==> src/hdl/htw_pkg.sv <==
// Shared operation and status codes for the hashed timer wheel.
package htw_pkg;

	typedef enum logic [2:0] {
		MODE_TICK   = 3'd0,
		MODE_CREATE = 3'd1,
		MODE_START  = 3'd2,
		MODE_STOP   = 3'd3,
		MODE_RESET  = 3'd4,
		MODE_CHANGE = 3'd5,
		MODE_DELETE = 3'd6
	} mode_t;

	typedef enum logic [1:0] {
		STATUS_OK      = 2'd0,
		STATUS_INVALID = 2'd1,
		STATUS_NOFREE  = 2'd2
	} status_t;

	localparam int unsigned ID_OUT_W = 4;

endpackage

==> src/hdl/htw_div.sv <==
// Splits a period by the wheel size, a power of two, into rounds and slot offset with a shift and a mask.
module htw_div #(
	parameter int unsigned PERIOD_BITS = 32,
	parameter int unsigned WHEEL_SLOTS = 256
) (
	input  logic                           clk,
	input  logic                           arst_n,
	input  logic                           start,
	input  logic [PERIOD_BITS-1:0]         dividend,
	output logic                           done,
	output logic [PERIOD_BITS-1:0]         quotient,
	output logic [$clog2(WHEEL_SLOTS)-1:0] remainder
);

	localparam int unsigned SLOT_W = $clog2(WHEEL_SLOTS);

	logic                   done_q;
	logic [PERIOD_BITS-1:0] quo_q;
	logic [SLOT_W-1:0]      rem_q;

	always_ff @(posedge clk or negedge arst_n) begin
		if (!arst_n) begin
			done_q <= 1'b0;
		end else begin
			done_q <= start;
		end
	end

	// The result is held until the next start so the sequencer can still use it after done has dropped.
	always_ff @(posedge clk) begin
		if (start) begin
			quo_q <= dividend >> SLOT_W;
			rem_q <= SLOT_W'(dividend);
		end
	end

	assign done      = done_q;
	assign quotient  = quo_q;
	assign remainder = rem_q;

endmodule

==> src/hdl/htw_mem.sv <==
// Timer record memory: one write port, one read port with registered read data.
module htw_mem #(
	parameter int unsigned DEPTH = 16,
	parameter int unsigned WIDTH = 8
) (
	input  logic                     clk,
	input  logic                     wr_en,
	input  logic [$clog2(DEPTH)-1:0] wr_addr,
	input  logic [WIDTH-1:0]         wr_data,
	input  logic                     rd_en,
	input  logic [$clog2(DEPTH)-1:0] rd_addr,
	output logic [WIDTH-1:0]         rd_data
);

	logic [WIDTH-1:0] mem [DEPTH];
	logic [WIDTH-1:0] rd_data_q;

	always_ff @(posedge clk) begin
		if (wr_en) begin
			mem[wr_addr] <= wr_data;
		end
		if (rd_en) begin
			rd_data_q <= mem[rd_addr];
		end
	end

	assign rd_data = rd_data_q;

endmodule

==> src/hdl/hashed_timer_wheel_top.sv <==
// Hashed timer wheel: TIMERS timer records in one memory, walked by a sequencer.
// A tick reads the records one per cycle while the output register is free; the next beat
// is taken only once its last beat has been registered. Every operation ends in an answer
// beat before the next beat is taken, and a full output register stalls the walk and every
// answer. WHEEL_SLOTS is a power of two. Reset clears the used and armed flags and the
// cursor at once.
module hashed_timer_wheel_top #(
	parameter int unsigned TIMERS      = 16,
	parameter int unsigned WHEEL_SLOTS = 256,
	parameter int unsigned PERIOD_BITS = 32
) (
	input  logic        clk,
	input  logic        arst_n,
	input  logic        s_tvalid,
	output logic        s_tready,
	input  logic [39:0] s_tdata,  // timer_id[3:0], period[35:4], periodic[36], zero fill
	input  logic [2:0]  s_tuser,  // mode[2:0]
	output logic        m_tvalid,
	input  logic        m_tready,
	output logic [7:0]  m_tdata,  // status[1:0], result_id[5:2], zero fill
	output logic [0:0]  m_tuser,  // expired[0]
	output logic        m_tlast
);

	localparam int unsigned ID_W   = $clog2(TIMERS);
	localparam int unsigned CNT_W  = $clog2(TIMERS + 1);
	localparam int unsigned SLOT_W = $clog2(WHEEL_SLOTS);
	localparam int unsigned PB     = PERIOD_BITS;
	localparam int unsigned RL_LO  = 0;
	localparam int unsigned SL_LO  = PB;
	localparam int unsigned RI_LO  = PB + SLOT_W;
	localparam int unsigned OF_LO  = 2 * PB + SLOT_W;
	localparam int unsigned RE_POS = 2 * PB + 2 * SLOT_W;
	localparam int unsigned REC_W  = 2 * PB + 2 * SLOT_W + 1;

	typedef enum logic [2:0] {
		ST_IDLE,
		ST_SCAN,
		ST_FIN,
		ST_CSCAN,
		ST_DIV,
		ST_RD,
		ST_MOD,
		ST_RESP
	} state_t;

	function automatic logic [SLOT_W-1:0] arm_slot(input logic [SLOT_W-1:0] cur,
	                                               input logic [SLOT_W-1:0] off);
		logic [SLOT_W:0] sum;
		sum = {1'b0, cur} + {1'b0, off};
		if (sum >= (SLOT_W + 1)'(WHEEL_SLOTS)) begin
			sum = sum - (SLOT_W + 1)'(WHEEL_SLOTS);
		end
		return sum[SLOT_W-1:0];
	endfunction

	state_t                    state_q;
	htw_pkg::mode_t            mode_q;
	logic [ID_W-1:0]           tid_q;
	logic [PB-1:0]             per_q;
	logic                      periodic_q;
	logic [SLOT_W-1:0]         cursor_q;
	logic [TIMERS-1:0]         in_use_q;
	logic [TIMERS-1:0]         armed_q;
	logic [CNT_W-1:0]          issue_q;
	logic                      valid_s1;
	logic [ID_W-1:0]           idx_s1;
	logic                      pend_v_q;
	logic [ID_W-1:0]           pend_id_q;
	logic [ID_W-1:0]           free_q;
	htw_pkg::status_t          res_status_q;
	logic [3:0]                res_id_q;
	logic                      div_start_q;
	logic [PB-1:0]             dvd_q;
	logic                      m_valid_q;
	htw_pkg::status_t          m_status_q;
	logic [3:0]                m_id_q;
	logic                      m_exp_q;
	logic                      m_last_q;

	htw_pkg::mode_t            in_mode;
	logic [6:0]                in_id7;
	logic [ID_W-1:0]           in_tid;
	logic                      in_valid;
	logic [63:0]               in_pwide;
	logic [PB-1:0]             in_per;
	logic [SLOT_W-1:0]         cursor_next;
	logic                      out_free;

	logic                      div_done;
	logic [PB-1:0]             div_quo;
	logic [SLOT_W-1:0]         div_rem;
	logic [SLOT_W:0]           rem_inc;
	logic [SLOT_W-1:0]         new_off;

	logic                      mem_we;
	logic [ID_W-1:0]           wr_addr;
	logic                      rd_en;
	logic [ID_W-1:0]           rd_addr;
	logic [REC_W-1:0]          wr_data;
	logic [REC_W-1:0]          rd_data;

	logic                      e_reload;
	logic [SLOT_W-1:0]         e_off;
	logic [PB-1:0]             e_rinit;
	logic [SLOT_W-1:0]         e_slot;
	logic [PB-1:0]             e_rleft;
	logic                      w_reload;
	logic [SLOT_W-1:0]         w_off;
	logic [PB-1:0]             w_rinit;
	logic [SLOT_W-1:0]         w_slot;
	logic [PB-1:0]             w_rleft;

	logic                      s1_match;
	logic                      s1_zero;
	logic                      s1_hit;

	assign in_mode   = htw_pkg::mode_t'(s_tuser);
	assign in_id7    = {3'b000, s_tdata[3:0]};
	assign in_tid    = in_id7[ID_W-1:0];
	assign in_valid  = (in_id7 < 7'(TIMERS)) && in_use_q[in_tid];
	assign in_pwide  = {32'd0, s_tdata[35:4]};
	assign in_per    = in_pwide[PB-1:0];
	assign cursor_next = (cursor_q == SLOT_W'(WHEEL_SLOTS - 1)) ? '0 : cursor_q + 1'b1;
	assign out_free  = !m_valid_q || m_tready;
	assign s_tready  = (state_q == ST_IDLE);

	// The divider works on p - 1, so the slot offset p mod WHEEL_SLOTS is the remainder plus one.
	assign rem_inc = {1'b0, div_rem} + 1'b1;
	assign new_off = (rem_inc == (SLOT_W + 1)'(WHEEL_SLOTS)) ? '0 : rem_inc[SLOT_W-1:0];

	assign e_rleft  = rd_data[RL_LO +: PB];
	assign e_slot   = rd_data[SL_LO +: SLOT_W];
	assign e_rinit  = rd_data[RI_LO +: PB];
	assign e_off    = rd_data[OF_LO +: SLOT_W];
	assign e_reload = rd_data[RE_POS];
	assign wr_data  = {w_reload, w_off, w_rinit, w_slot, w_rleft};

	assign s1_match = valid_s1 && armed_q[idx_s1] && (e_slot == cursor_q);
	assign s1_zero  = (e_rleft == '0);
	assign s1_hit   = s1_match && s1_zero;

	htw_div #(
		.PERIOD_BITS(PB),
		.WHEEL_SLOTS(WHEEL_SLOTS)
	) u_div (
		.clk      (clk),
		.arst_n   (arst_n),
		.start    (div_start_q),
		.dividend (dvd_q),
		.done     (div_done),
		.quotient (div_quo),
		.remainder(div_rem)
	);

	htw_mem #(
		.DEPTH(TIMERS),
		.WIDTH(REC_W)
	) u_mem (
		.clk    (clk),
		.wr_en  (mem_we),
		.wr_addr(wr_addr),
		.wr_data(wr_data),
		.rd_en  (rd_en),
		.rd_addr(rd_addr),
		.rd_data(rd_data)
	);

	always_comb begin
		mem_we   = 1'b0;
		wr_addr  = tid_q;
		rd_en    = 1'b0;
		rd_addr  = tid_q;
		w_reload = e_reload;
		w_off    = e_off;
		w_rinit  = e_rinit;
		w_slot   = e_slot;
		w_rleft  = e_rleft;
		case (state_q)
			ST_SCAN: begin
				// While stalled the record in flight is read again so its data stays put.
				if (out_free) begin
					rd_en   = issue_q < CNT_W'(TIMERS);
					rd_addr = issue_q[ID_W-1:0];
				end else begin
					rd_en   = 1'b1;
					rd_addr = idx_s1;
				end
				wr_addr = idx_s1;
				if (out_free && s1_match && (!s1_zero || e_reload)) begin
					mem_we = 1'b1;
					if (s1_zero) begin
						w_slot  = arm_slot(cursor_q, e_off);
						w_rleft = e_rinit;
					end else begin
						w_rleft = e_rleft - 1'b1;
					end
				end
			end
			ST_DIV: begin
				if (div_done && mode_q == htw_pkg::MODE_CREATE) begin
					mem_we   = 1'b1;
					wr_addr  = free_q;
					w_reload = periodic_q;
					w_off    = new_off;
					w_rinit  = div_quo;
					w_slot   = '0;
					w_rleft  = '0;
				end
			end
			ST_RD: begin
				rd_en = 1'b1;
			end
			ST_MOD: begin
				mem_we = 1'b1;
				if (mode_q == htw_pkg::MODE_CHANGE) begin
					w_off   = new_off;
					w_rinit = div_quo;
					if (armed_q[tid_q]) begin
						w_slot  = arm_slot(cursor_q, new_off);
						w_rleft = div_quo;
					end
				end else begin
					w_slot  = arm_slot(cursor_q, e_off);
					w_rleft = e_rinit;
				end
			end
			default: begin
			end
		endcase
	end

	always_ff @(posedge clk or negedge arst_n) begin
		if (!arst_n) begin
			state_q      <= ST_IDLE;
			mode_q       <= htw_pkg::MODE_TICK;
			tid_q        <= '0;
			per_q        <= '0;
			periodic_q   <= 1'b0;
			cursor_q     <= '0;
			in_use_q     <= '0;
			armed_q      <= '0;
			issue_q      <= '0;
			valid_s1     <= 1'b0;
			idx_s1       <= '0;
			pend_v_q     <= 1'b0;
			pend_id_q    <= '0;
			free_q       <= '0;
			res_status_q <= htw_pkg::STATUS_OK;
			res_id_q     <= '0;
			div_start_q  <= 1'b0;
			dvd_q        <= '0;
			m_valid_q    <= 1'b0;
			m_status_q   <= htw_pkg::STATUS_OK;
			m_id_q       <= '0;
			m_exp_q      <= 1'b0;
			m_last_q     <= 1'b0;
		end else begin
			div_start_q <= 1'b0;
			if (m_valid_q && m_tready) begin
				m_valid_q <= 1'b0;
			end
			case (state_q)
				ST_IDLE: begin
					if (s_tvalid) begin
						mode_q       <= in_mode;
						tid_q        <= in_tid;
						per_q        <= in_per;
						periodic_q   <= s_tdata[36];
						res_id_q     <= '0;
						res_status_q <= htw_pkg::STATUS_INVALID;
						state_q      <= ST_RESP;
						case (in_mode)
							htw_pkg::MODE_TICK: begin
								cursor_q <= cursor_next;
								issue_q  <= '0;
								valid_s1 <= 1'b0;
								pend_v_q <= 1'b0;
								state_q  <= ST_SCAN;
							end
							htw_pkg::MODE_CREATE: begin
								issue_q <= '0;
								state_q <= ST_CSCAN;
							end
							htw_pkg::MODE_START, htw_pkg::MODE_RESET: begin
								if (in_valid) begin
									state_q <= ST_RD;
								end
							end
							htw_pkg::MODE_STOP: begin
								if (in_valid) begin
									armed_q[in_tid] <= 1'b0;
									res_status_q    <= htw_pkg::STATUS_OK;
								end
							end
							htw_pkg::MODE_DELETE: begin
								if (in_valid) begin
									armed_q[in_tid]  <= 1'b0;
									in_use_q[in_tid] <= 1'b0;
									res_status_q     <= htw_pkg::STATUS_OK;
								end
							end
							htw_pkg::MODE_CHANGE: begin
								if (in_valid && in_per != '0) begin
									dvd_q       <= in_per - 1'b1;
									div_start_q <= 1'b1;
									state_q     <= ST_DIV;
								end
							end
							default: begin
							end
						endcase
					end
				end
				ST_SCAN: begin
					if (out_free) begin
						if (!valid_s1 && issue_q == CNT_W'(TIMERS)) begin
							state_q <= ST_FIN;
						end else begin
							if (issue_q < CNT_W'(TIMERS)) begin
								valid_s1 <= 1'b1;
								idx_s1   <= issue_q[ID_W-1:0];
								issue_q  <= issue_q + 1'b1;
							end else begin
								valid_s1 <= 1'b0;
							end
							// A hit is held back one step so the final expiry can carry tlast.
							if (s1_hit) begin
								if (!e_reload) begin
									armed_q[idx_s1] <= 1'b0;
								end
								if (pend_v_q) begin
									m_valid_q  <= 1'b1;
									m_status_q <= htw_pkg::STATUS_OK;
									m_id_q     <= 4'(pend_id_q);
									m_exp_q    <= 1'b1;
									m_last_q   <= 1'b0;
								end
								pend_v_q  <= 1'b1;
								pend_id_q <= idx_s1;
							end
						end
					end
				end
				ST_FIN: begin
					if (out_free) begin
						m_valid_q  <= 1'b1;
						m_status_q <= htw_pkg::STATUS_OK;
						m_id_q     <= pend_v_q ? 4'(pend_id_q) : 4'd0;
						m_exp_q    <= pend_v_q;
						m_last_q   <= 1'b1;
						state_q    <= ST_IDLE;
					end
				end
				ST_CSCAN: begin
					if (!in_use_q[issue_q[ID_W-1:0]]) begin
						free_q      <= issue_q[ID_W-1:0];
						dvd_q       <= (per_q == '0) ? '0 : per_q - 1'b1;
						div_start_q <= 1'b1;
						state_q     <= ST_DIV;
					end else if (issue_q == CNT_W'(TIMERS - 1)) begin
						res_status_q <= htw_pkg::STATUS_NOFREE;
						state_q      <= ST_RESP;
					end else begin
						issue_q <= issue_q + 1'b1;
					end
				end
				ST_DIV: begin
					if (div_done) begin
						if (mode_q == htw_pkg::MODE_CREATE) begin
							in_use_q[free_q] <= 1'b1;
							armed_q[free_q]  <= 1'b0;
							res_status_q     <= htw_pkg::STATUS_OK;
							res_id_q         <= 4'(free_q);
							state_q          <= ST_RESP;
						end else begin
							state_q <= ST_RD;
						end
					end
				end
				ST_RD: begin
					state_q <= ST_MOD;
				end
				ST_MOD: begin
					if (mode_q != htw_pkg::MODE_CHANGE) begin
						armed_q[tid_q] <= 1'b1;
					end
					res_status_q <= htw_pkg::STATUS_OK;
					state_q      <= ST_RESP;
				end
				ST_RESP: begin
					if (out_free) begin
						m_valid_q  <= 1'b1;
						m_status_q <= res_status_q;
						m_id_q     <= res_id_q;
						m_exp_q    <= 1'b0;
						m_last_q   <= 1'b1;
						state_q    <= ST_IDLE;
					end
				end
				default: begin
					state_q <= ST_IDLE;
				end
			endcase
		end
	end

	assign m_tvalid   = m_valid_q;
	assign m_tdata    = {2'b00, m_id_q, m_status_q};
	assign m_tuser[0] = m_exp_q;
	assign m_tlast    = m_last_q;

	a_armed_in_use: assert property (@(posedge clk) disable iff (!arst_n)
		(armed_q & ~in_use_q) == '0)
		else $error("armed timer is not in use");

	a_div_in_div: assert property (@(posedge clk) disable iff (!arst_n)
		div_done |-> state_q == ST_DIV)
		else $error("divider finished outside the divide state");

	a_scan_no_overlap: assert property (@(posedge clk) disable iff (!arst_n)
		(state_q == ST_SCAN && mem_we && rd_en) |-> wr_addr != rd_addr)
		else $error("walk writes the record it is reading");

	a_expiry_ok: assert property (@(posedge clk) disable iff (!arst_n)
		(m_valid_q && m_exp_q) |-> m_status_q == htw_pkg::STATUS_OK)
		else $error("expiry beat without ok status");

	a_slots_pow2: assert property (@(posedge clk)
		(WHEEL_SLOTS & (WHEEL_SLOTS - 1)) == 0)
		else $error("wheel size is not a power of two");

endmodule
==> config.mk <==
export PLATFORM = sky130hd
export DESIGN_NAME = hashed_timer_wheel_top
export DESIGN_NICKNAME = d
export VERILOG_FILES = /design/src/hdl/htw_pkg.sv /design/src/hdl/htw_div.sv /design/src/hdl/htw_mem.sv /design/src/hdl/hashed_timer_wheel_top.sv
export SDC_FILE = /design/constraint.sdc
export NUM_CORES = 2
export LEC_CHECK = 0
export BUFFER_PORTS_ARGS = -buffer_cell sky130_fd_sc_hd__buf_2
export CAP_MARGIN = 20
export CORE_ASPECT_RATIO = 0.8
export CORE_MARGIN = 5
export CORE_UTILIZATION = 55
export CTS_BUF_LIST = sky130_fd_sc_hd__clkbuf_16
export CTS_CLUSTER_SIZE = 30
export DETAILED_ROUTE_END_ITERATION = 10
export PLACE_DENSITY = 0.72
export RECOVER_POWER = 25
export SYNTH_ARGS = -nofsm -noshare
export SYNTH_HDL_FRONTEND = slang
export SYNTH_SLANG_ARGS = --single-unit
export TNS_END_PERCENT = 5
==> constraint.sdc <==
create_clock -name clk -period 10.85 [get_ports clk]
set_clock_uncertainty 0.05 [all_clocks]
set_input_delay 0.5425 -clock clk [delete_from_list [all_inputs] [get_ports clk]]
set_output_delay 0.5425 -clock clk [all_outputs]
set_load 0.05 [all_outputs]
* Word-level counts from Yosys, hierarchy flattened *
Memories as Yosys holds them, arrays and structs flattened. A register that Yosys moved wholly into a read port is not among the register bits.
Index checks and enable logic that the tools add are counted.

word-level totals
  flip-flop bits (word level) = 183
  memory bits (writable) = 1296
  input bits = 47
  memories kept = 1

cells by class
  add/sub/neg operators = 10
  $lt $le $gt $ge = 13
  eq/ne operators = 47
  mux-type cells = 156
  bitwise gates (word level) = 11
  reductions and logical operators = 52

memory list
  name       words  bits a word  read ports  clocked after memory_dff  write ports  line           text
  u_mem.mem  16     81           1           1                         1            htw_mem.sv:15  logic [WIDTH-1:0] mem [DEPTH];

operator list
  kind                                                                   count
  32-bit two-way mux                                                     12
  16-bit two-way mux                                                     15
  32-bit case mux with 2 select lines                                    2
  32-bit case mux with 3 select lines                                    1
  32-bit by 1-bit subtractor with 32-bit output (second input constant)  3
  8-bit two-way mux                                                      11
  16-bit AND                                                             4
  32-bit logical NOT                                                     2
  16-bit case mux with 4 select lines                                    1
  4-bit two-way mux                                                      13
  16-bit inverter                                                        3
  1-bit two-way mux                                                      46
  2-bit inequality test (second input constant)                          18
  5-bit two-way mux                                                      7
  16-bit bitwise OR                                                      2
  16-bit case mux with 2 select lines                                    1
  32-bit nonzero test                                                    1
  4-bit by 5-bit < comparator with 1-bit output (second input constant)  6
  6-bit AND reduction                                                    5
  2-bit two-way mux                                                      14
  3-bit equality test (second input constant)                            8
  8-bit case mux with 3 select lines                                     1
  3-bit two-way mux                                                      7
  3-bit case mux with 7 select lines                                     1
  other kinds (44)                                                       105

* Depth between registers and ports, before layout *
  depth in word-level cells = 11
  mapped depth = 11

* By module *
From an unflattened synthesis, not the netlist that was laid out.

unflattened totals
  cell total of the unflattened synthesis = 3592
  area total of the unflattened synthesis = 64565.7 um2

by module, submodules not included
  module                  instances  cells an instance  area an instance (um2)
  htw_mem                 1          2078               50831.3
  hashed_timer_wheel_top  1          1472               12684.7
  htw_div                 1          42                 1049.8

* Worst setup path after synthesis *
OpenSTA, ideal clock, no wires.

  path type = flip-flop to flip-flop
  start point = reg m_valid_q, in the netlist m_tvalid
  end point = reg u_mem.rd_data_q[0], in the netlist u_mem.rd_data[0] (read register of u_mem.mem) (enable)
  arrival = 7.079 ns
  setup slack = 3.054 ns
  cell stages (with the launch flop) = 4
  path buffers = 1
  path through = dfrtp_1 -> nand2b_1 -> clkbuf_1 -> a311oi_1

on the way
  cells in the longest elaborated chain, start to end = 4
  elaborated cells between the ends (all ways) = 6

RTL lines
  element                             line                           text
  start, declared                     hashed_timer_wheel_top.sv:75   logic m_valid_q;
  start signal, assigned              hashed_timer_wheel_top.sv:253  m_valid_q <= 1'b0;
  start signal, assigned              hashed_timer_wheel_top.sv:261  m_valid_q <= 1'b0;
  start signal, assigned              hashed_timer_wheel_top.sv:333  m_valid_q <= 1'b1;
  1-bit logical NOT                   hashed_timer_wheel_top.sv:125  assign out_free = !m_valid_q || m_tready;
  1-bit logical OR                    hashed_timer_wheel_top.sv:125
  1-bit two-way mux                   hashed_timer_wheel_top.sv:182  if (out_free) begin
  1-bit case mux with 2 select lines  hashed_timer_wheel_top.sv:179  case (state_q)
  net rd_en                           hashed_timer_wheel_top.sv:98   logic rd_en;
  end, declared                       htw_mem.sv:16                  logic [WIDTH-1:0] rd_data_q;

The timed path passes the listed nets, and every way through them passes these cells.
A chain may end at the register's enable or synchronous reset.

* Final worst setup path *
  start point = reg state_q[2]
  end point = mem u_mem.mem[7][79] in the netlist's numbering, data pin

on the way
  cells in the longest elaborated chain, start to end = 2
  elaborated cells between the ends (all ways) = 3

RTL lines
  element                                 line                           text
  start, declared                         hashed_timer_wheel_top.sv:57   state_t state_q;
  start signal, assigned                  hashed_timer_wheel_top.sv:235  state_q <= ST_IDLE;
  start signal, assigned                  hashed_timer_wheel_top.sv:272  state_q <= ST_RESP;
  start signal, assigned                  hashed_timer_wheel_top.sv:279  state_q <= ST_SCAN;
  3-bit equality test                     hashed_timer_wheel_top.sv:179
  8-bit case mux with 2 select lines (*)  hashed_timer_wheel_top.sv:179
  net u_mem.wr_data[79]                   htw_mem.sv:9                   input logic [WIDTH-1:0] wr_data,
  end, declared                           htw_mem.sv:15

Mark *: on every way through the listed nets, which the timed path passes. The rest lies on a longest branch.

==> results.md <==
- Status: finished with violations
- Failing checks: capacitance limit, slew limit
- CP Capture Type: register
- Hold path depth: 2
- Simple-gate portion of the synthesized area: 4.23%
- I/O pin count: 59
- First-pass GRT wire length: 229 mm
- Row count: 112
- Vias in the first global route: 34500
- Largest fanout on the critical path: 42
- Clk_lat worst skew: 0.78 ns
- Yosys warnings: 0
- Initial antenna violation count: 5
- Critical Path Start Type: register
- Vias: 35300
- FF-to-FF Start: state_q[2]
- Max VDD drop: 304 uV
- Fin crit period: 7.13 ns
- Largest cells by area after synthesis: edfxtp_1, mux4_2, dfrtp_1
- Total wire length: 155 mm
- GPL Wtd Cong: 0.908
- Post-CTS setup buffer count: 0
- Clock sink count: 1560
- HP Class: in -> reg
- Reg-to-reg critical path endpoint: u_mem.mem[7][79]
- Post-synth EDFFs: 1409
- Worst-case clock buffer depth: 3
- Fmax: ~140 MHz
- WP data required: 11.04 ns
- Largest net degree at the start of global routing: 132
- Die area: between 0.1 and 0.15 sq mm
- Mux contribution to synthesized area: 17.3%
- Worst slew pin tran: ~4.5 ns
- Post-synthesis compound-gate area fraction: 4.34%
- Clock root cell: clkbuf_16
- Fin crit share: 65.7%
- Post-synthesis sequential area ratio: 70.9%
- TritonRoute pass-1 iters: 9
- H-tree depth: 4
- Total power: 22.1 mW
- Congestion Overflow GR: 0
- Initial cell density of the core: 55.5%
- TritonCTS clock tree: done
- PwrDens: 306 mW/mm^2
- Fin. max-slew vios: approximately 380
- Clock buffers created by TritonCTS: 146
- Hold Path Sink: per_q[12]
- Setup violators final: 0
- R2R Setup Slk: 3.72 ns
- Maxcap violations: 8
- CTS clk-pin slew, worst paths: 0.07 ns
- Share of Yosys cell area claimed by the top area cell type: about two thirds
- Hpwl dp: 85.9 mm
- Syn Std Cell Area: between 0.06 and 0.07 sq mm
- Slew headroom: -202%
- DR iter-0 viols: 4624
- Die span in x: 394 um
- Area added between synthesis and finish: 11.3%
- Distinct cell type count after synthesis: a little under 80
- Fin. Hold Viols: 0
- Crit Path Category: reg -> reg
- Post-route setup TNS: 0 ns
- Commonest non-fill, non-tap cell in the layout: edfxtp_1
- Die extent in y: 317 um
- Async S/R FF share, synth: 9.68%
- R2r worst-path depth: 5
- RSZ-0062 raised after global routing: false
- Leakage power total: between 20 and 25 nW
- Synth Instances: 3569
- Adder-cell area share of the yosys netlist: less than 1%
- Core ar.: 0.117 sq mm
- Share of cells above drive strength 1: roughly a fifth
- Hold_sp: s_tdata[16]
- Post-route ant nets: 0
- Most frequent cells in the layout: edfxtp_1, mux4_2, mux2i_1
- GRT Total Usage: 24.6%
- Nets: between 3000 and 4000
- Area leader, netlist: edfxtp_1
- WHS: ~0.066 ns
- Worst EP arrival: 7.33 ns
- Routed length per placed instance: 29.0 um
- Avg Inst Size Synth: 18.2 sq um
- Non-filler cells, final: ~5400
- Top FF cell, synth: edfxtp_1
- IO Port Bufs: 53
- Post-Synth XOR/XNOR Area: 1.27%
- Post-synthesis register bit count: 1560
- Avg Vias per Cell: 6.58
- Residual DRC: 0
- Placed Cells: 5053
- Main combinational cell family by area after synthesis: multiplexers
- Number of inserted diodes: 0
- Fill cells: 8118
[critical path: stages, from the launching register on]
cell and delay, ns:
dfrtp_1 0.76, nand3b_1 0.70, nor2_1 0.34, clkbuf_1 1.35, or3_1 2.28, o21ai_1 1.09
[through the flow]
step,setup slack [ns],util (%),instance area [sq um]
floorplan,3.05,-,65000
global placement,5.19,57.5,67300
finish,3.72,61.8,72300
detailed placement,5.07,57.5,67300
global route,3.65,61.8,72300
CTS,4.99,61.8,72300
[what timing repair did]
| action | CTS | global route |
|---|---|---|
| endpoints found under the hold margin | 112 | 0 |
| hold buffers | 33 | 0 |
| gates resized for setup | 0 | 0 |
[sequential cells by signal (all words and copies together), names as in the netlist, 16 cells and up]
name,cells
dvd_q,32
in_use_q,16
u_div.quotient,24
u_mem.rd_data,81
armed_q,16
per_q,32
u_mem.mem,1296
[worst max-delay path by stage]
stage | slack [ns] | startpoint | depth (start not counted) | to
6_report | 3.72 | state_q[2] | 5 | u_mem.mem[7][79]
5_1_grt | 3.65 | state_q[2] | 5 | u_mem.mem[6][79]
4_1_cts | 4.99 | state_q[0] | 8 | u_mem.mem[12][65]
3_5_place_dp | 5.07 | state_q[0] | 8 | u_mem.mem[12][25]
3_3_place_gp | 5.19 | state_q[0] | 8 | u_mem.mem[12][25]
2_1_floorplan | 3.05 | m_tvalid | 3 | u_mem.rd_data[0]
[layout make-up]
type	instances	area [sq um]	share of cell area [%]
clock buffers	146	3650	5.05
clock inverters	120	1040	1.44
inverters	25	93.8	0.130
multi-input cells	1794	18200	25.2
flip-flops and latches	1560	46100	63.7
well taps	1539	1930	2.66
repair buffers	177	1310	1.81
[synth_stat cells (29+ instances only)]
cell and n:
mux2_2 92, xnor2_1 41, mux2i_1 254, xor2_1 53, a21oi_1 112, nor3_1 51, o21ai_0 116, edfxtp_1 1409
mux4_2 340, a22oi_1 29, nor2_1 163, dfrtp_1 151, buf_1 33, clkbuf_1 117, buf_2 33, nand2_1 123
nand3_1 38
[cells by family (layout without fill, tap and decap cells)]
group                      count (synthesis)  after routing
and+or+nand+nor                          555            555
AOI/OAI and AO/OA                        430            430
DFF                                     1560           1560
xor gates and xnor gates                  94             94
buffers and inverters                    216            468
other                                      1              2
muxes                                    686            686
adders and majority gates                 27             27
[metal layers]
layer	vias up	routed length (um)	global-route usage (%)
li1	14800	-	-
met1	18200	63800	36.9
met2	1988	71200	36.9
met3	266	16200	4.92
met4	8	4120	7.85
met5	-	61	0
[power by group]
part,switching [mW],internal [mW]
Clock,2.24,2.79
Sequential,0.682,8.91
Combinational,4.55,2.94
Total,7.47,14.6
Note: power is estimated with default switching activity, not from simulation.
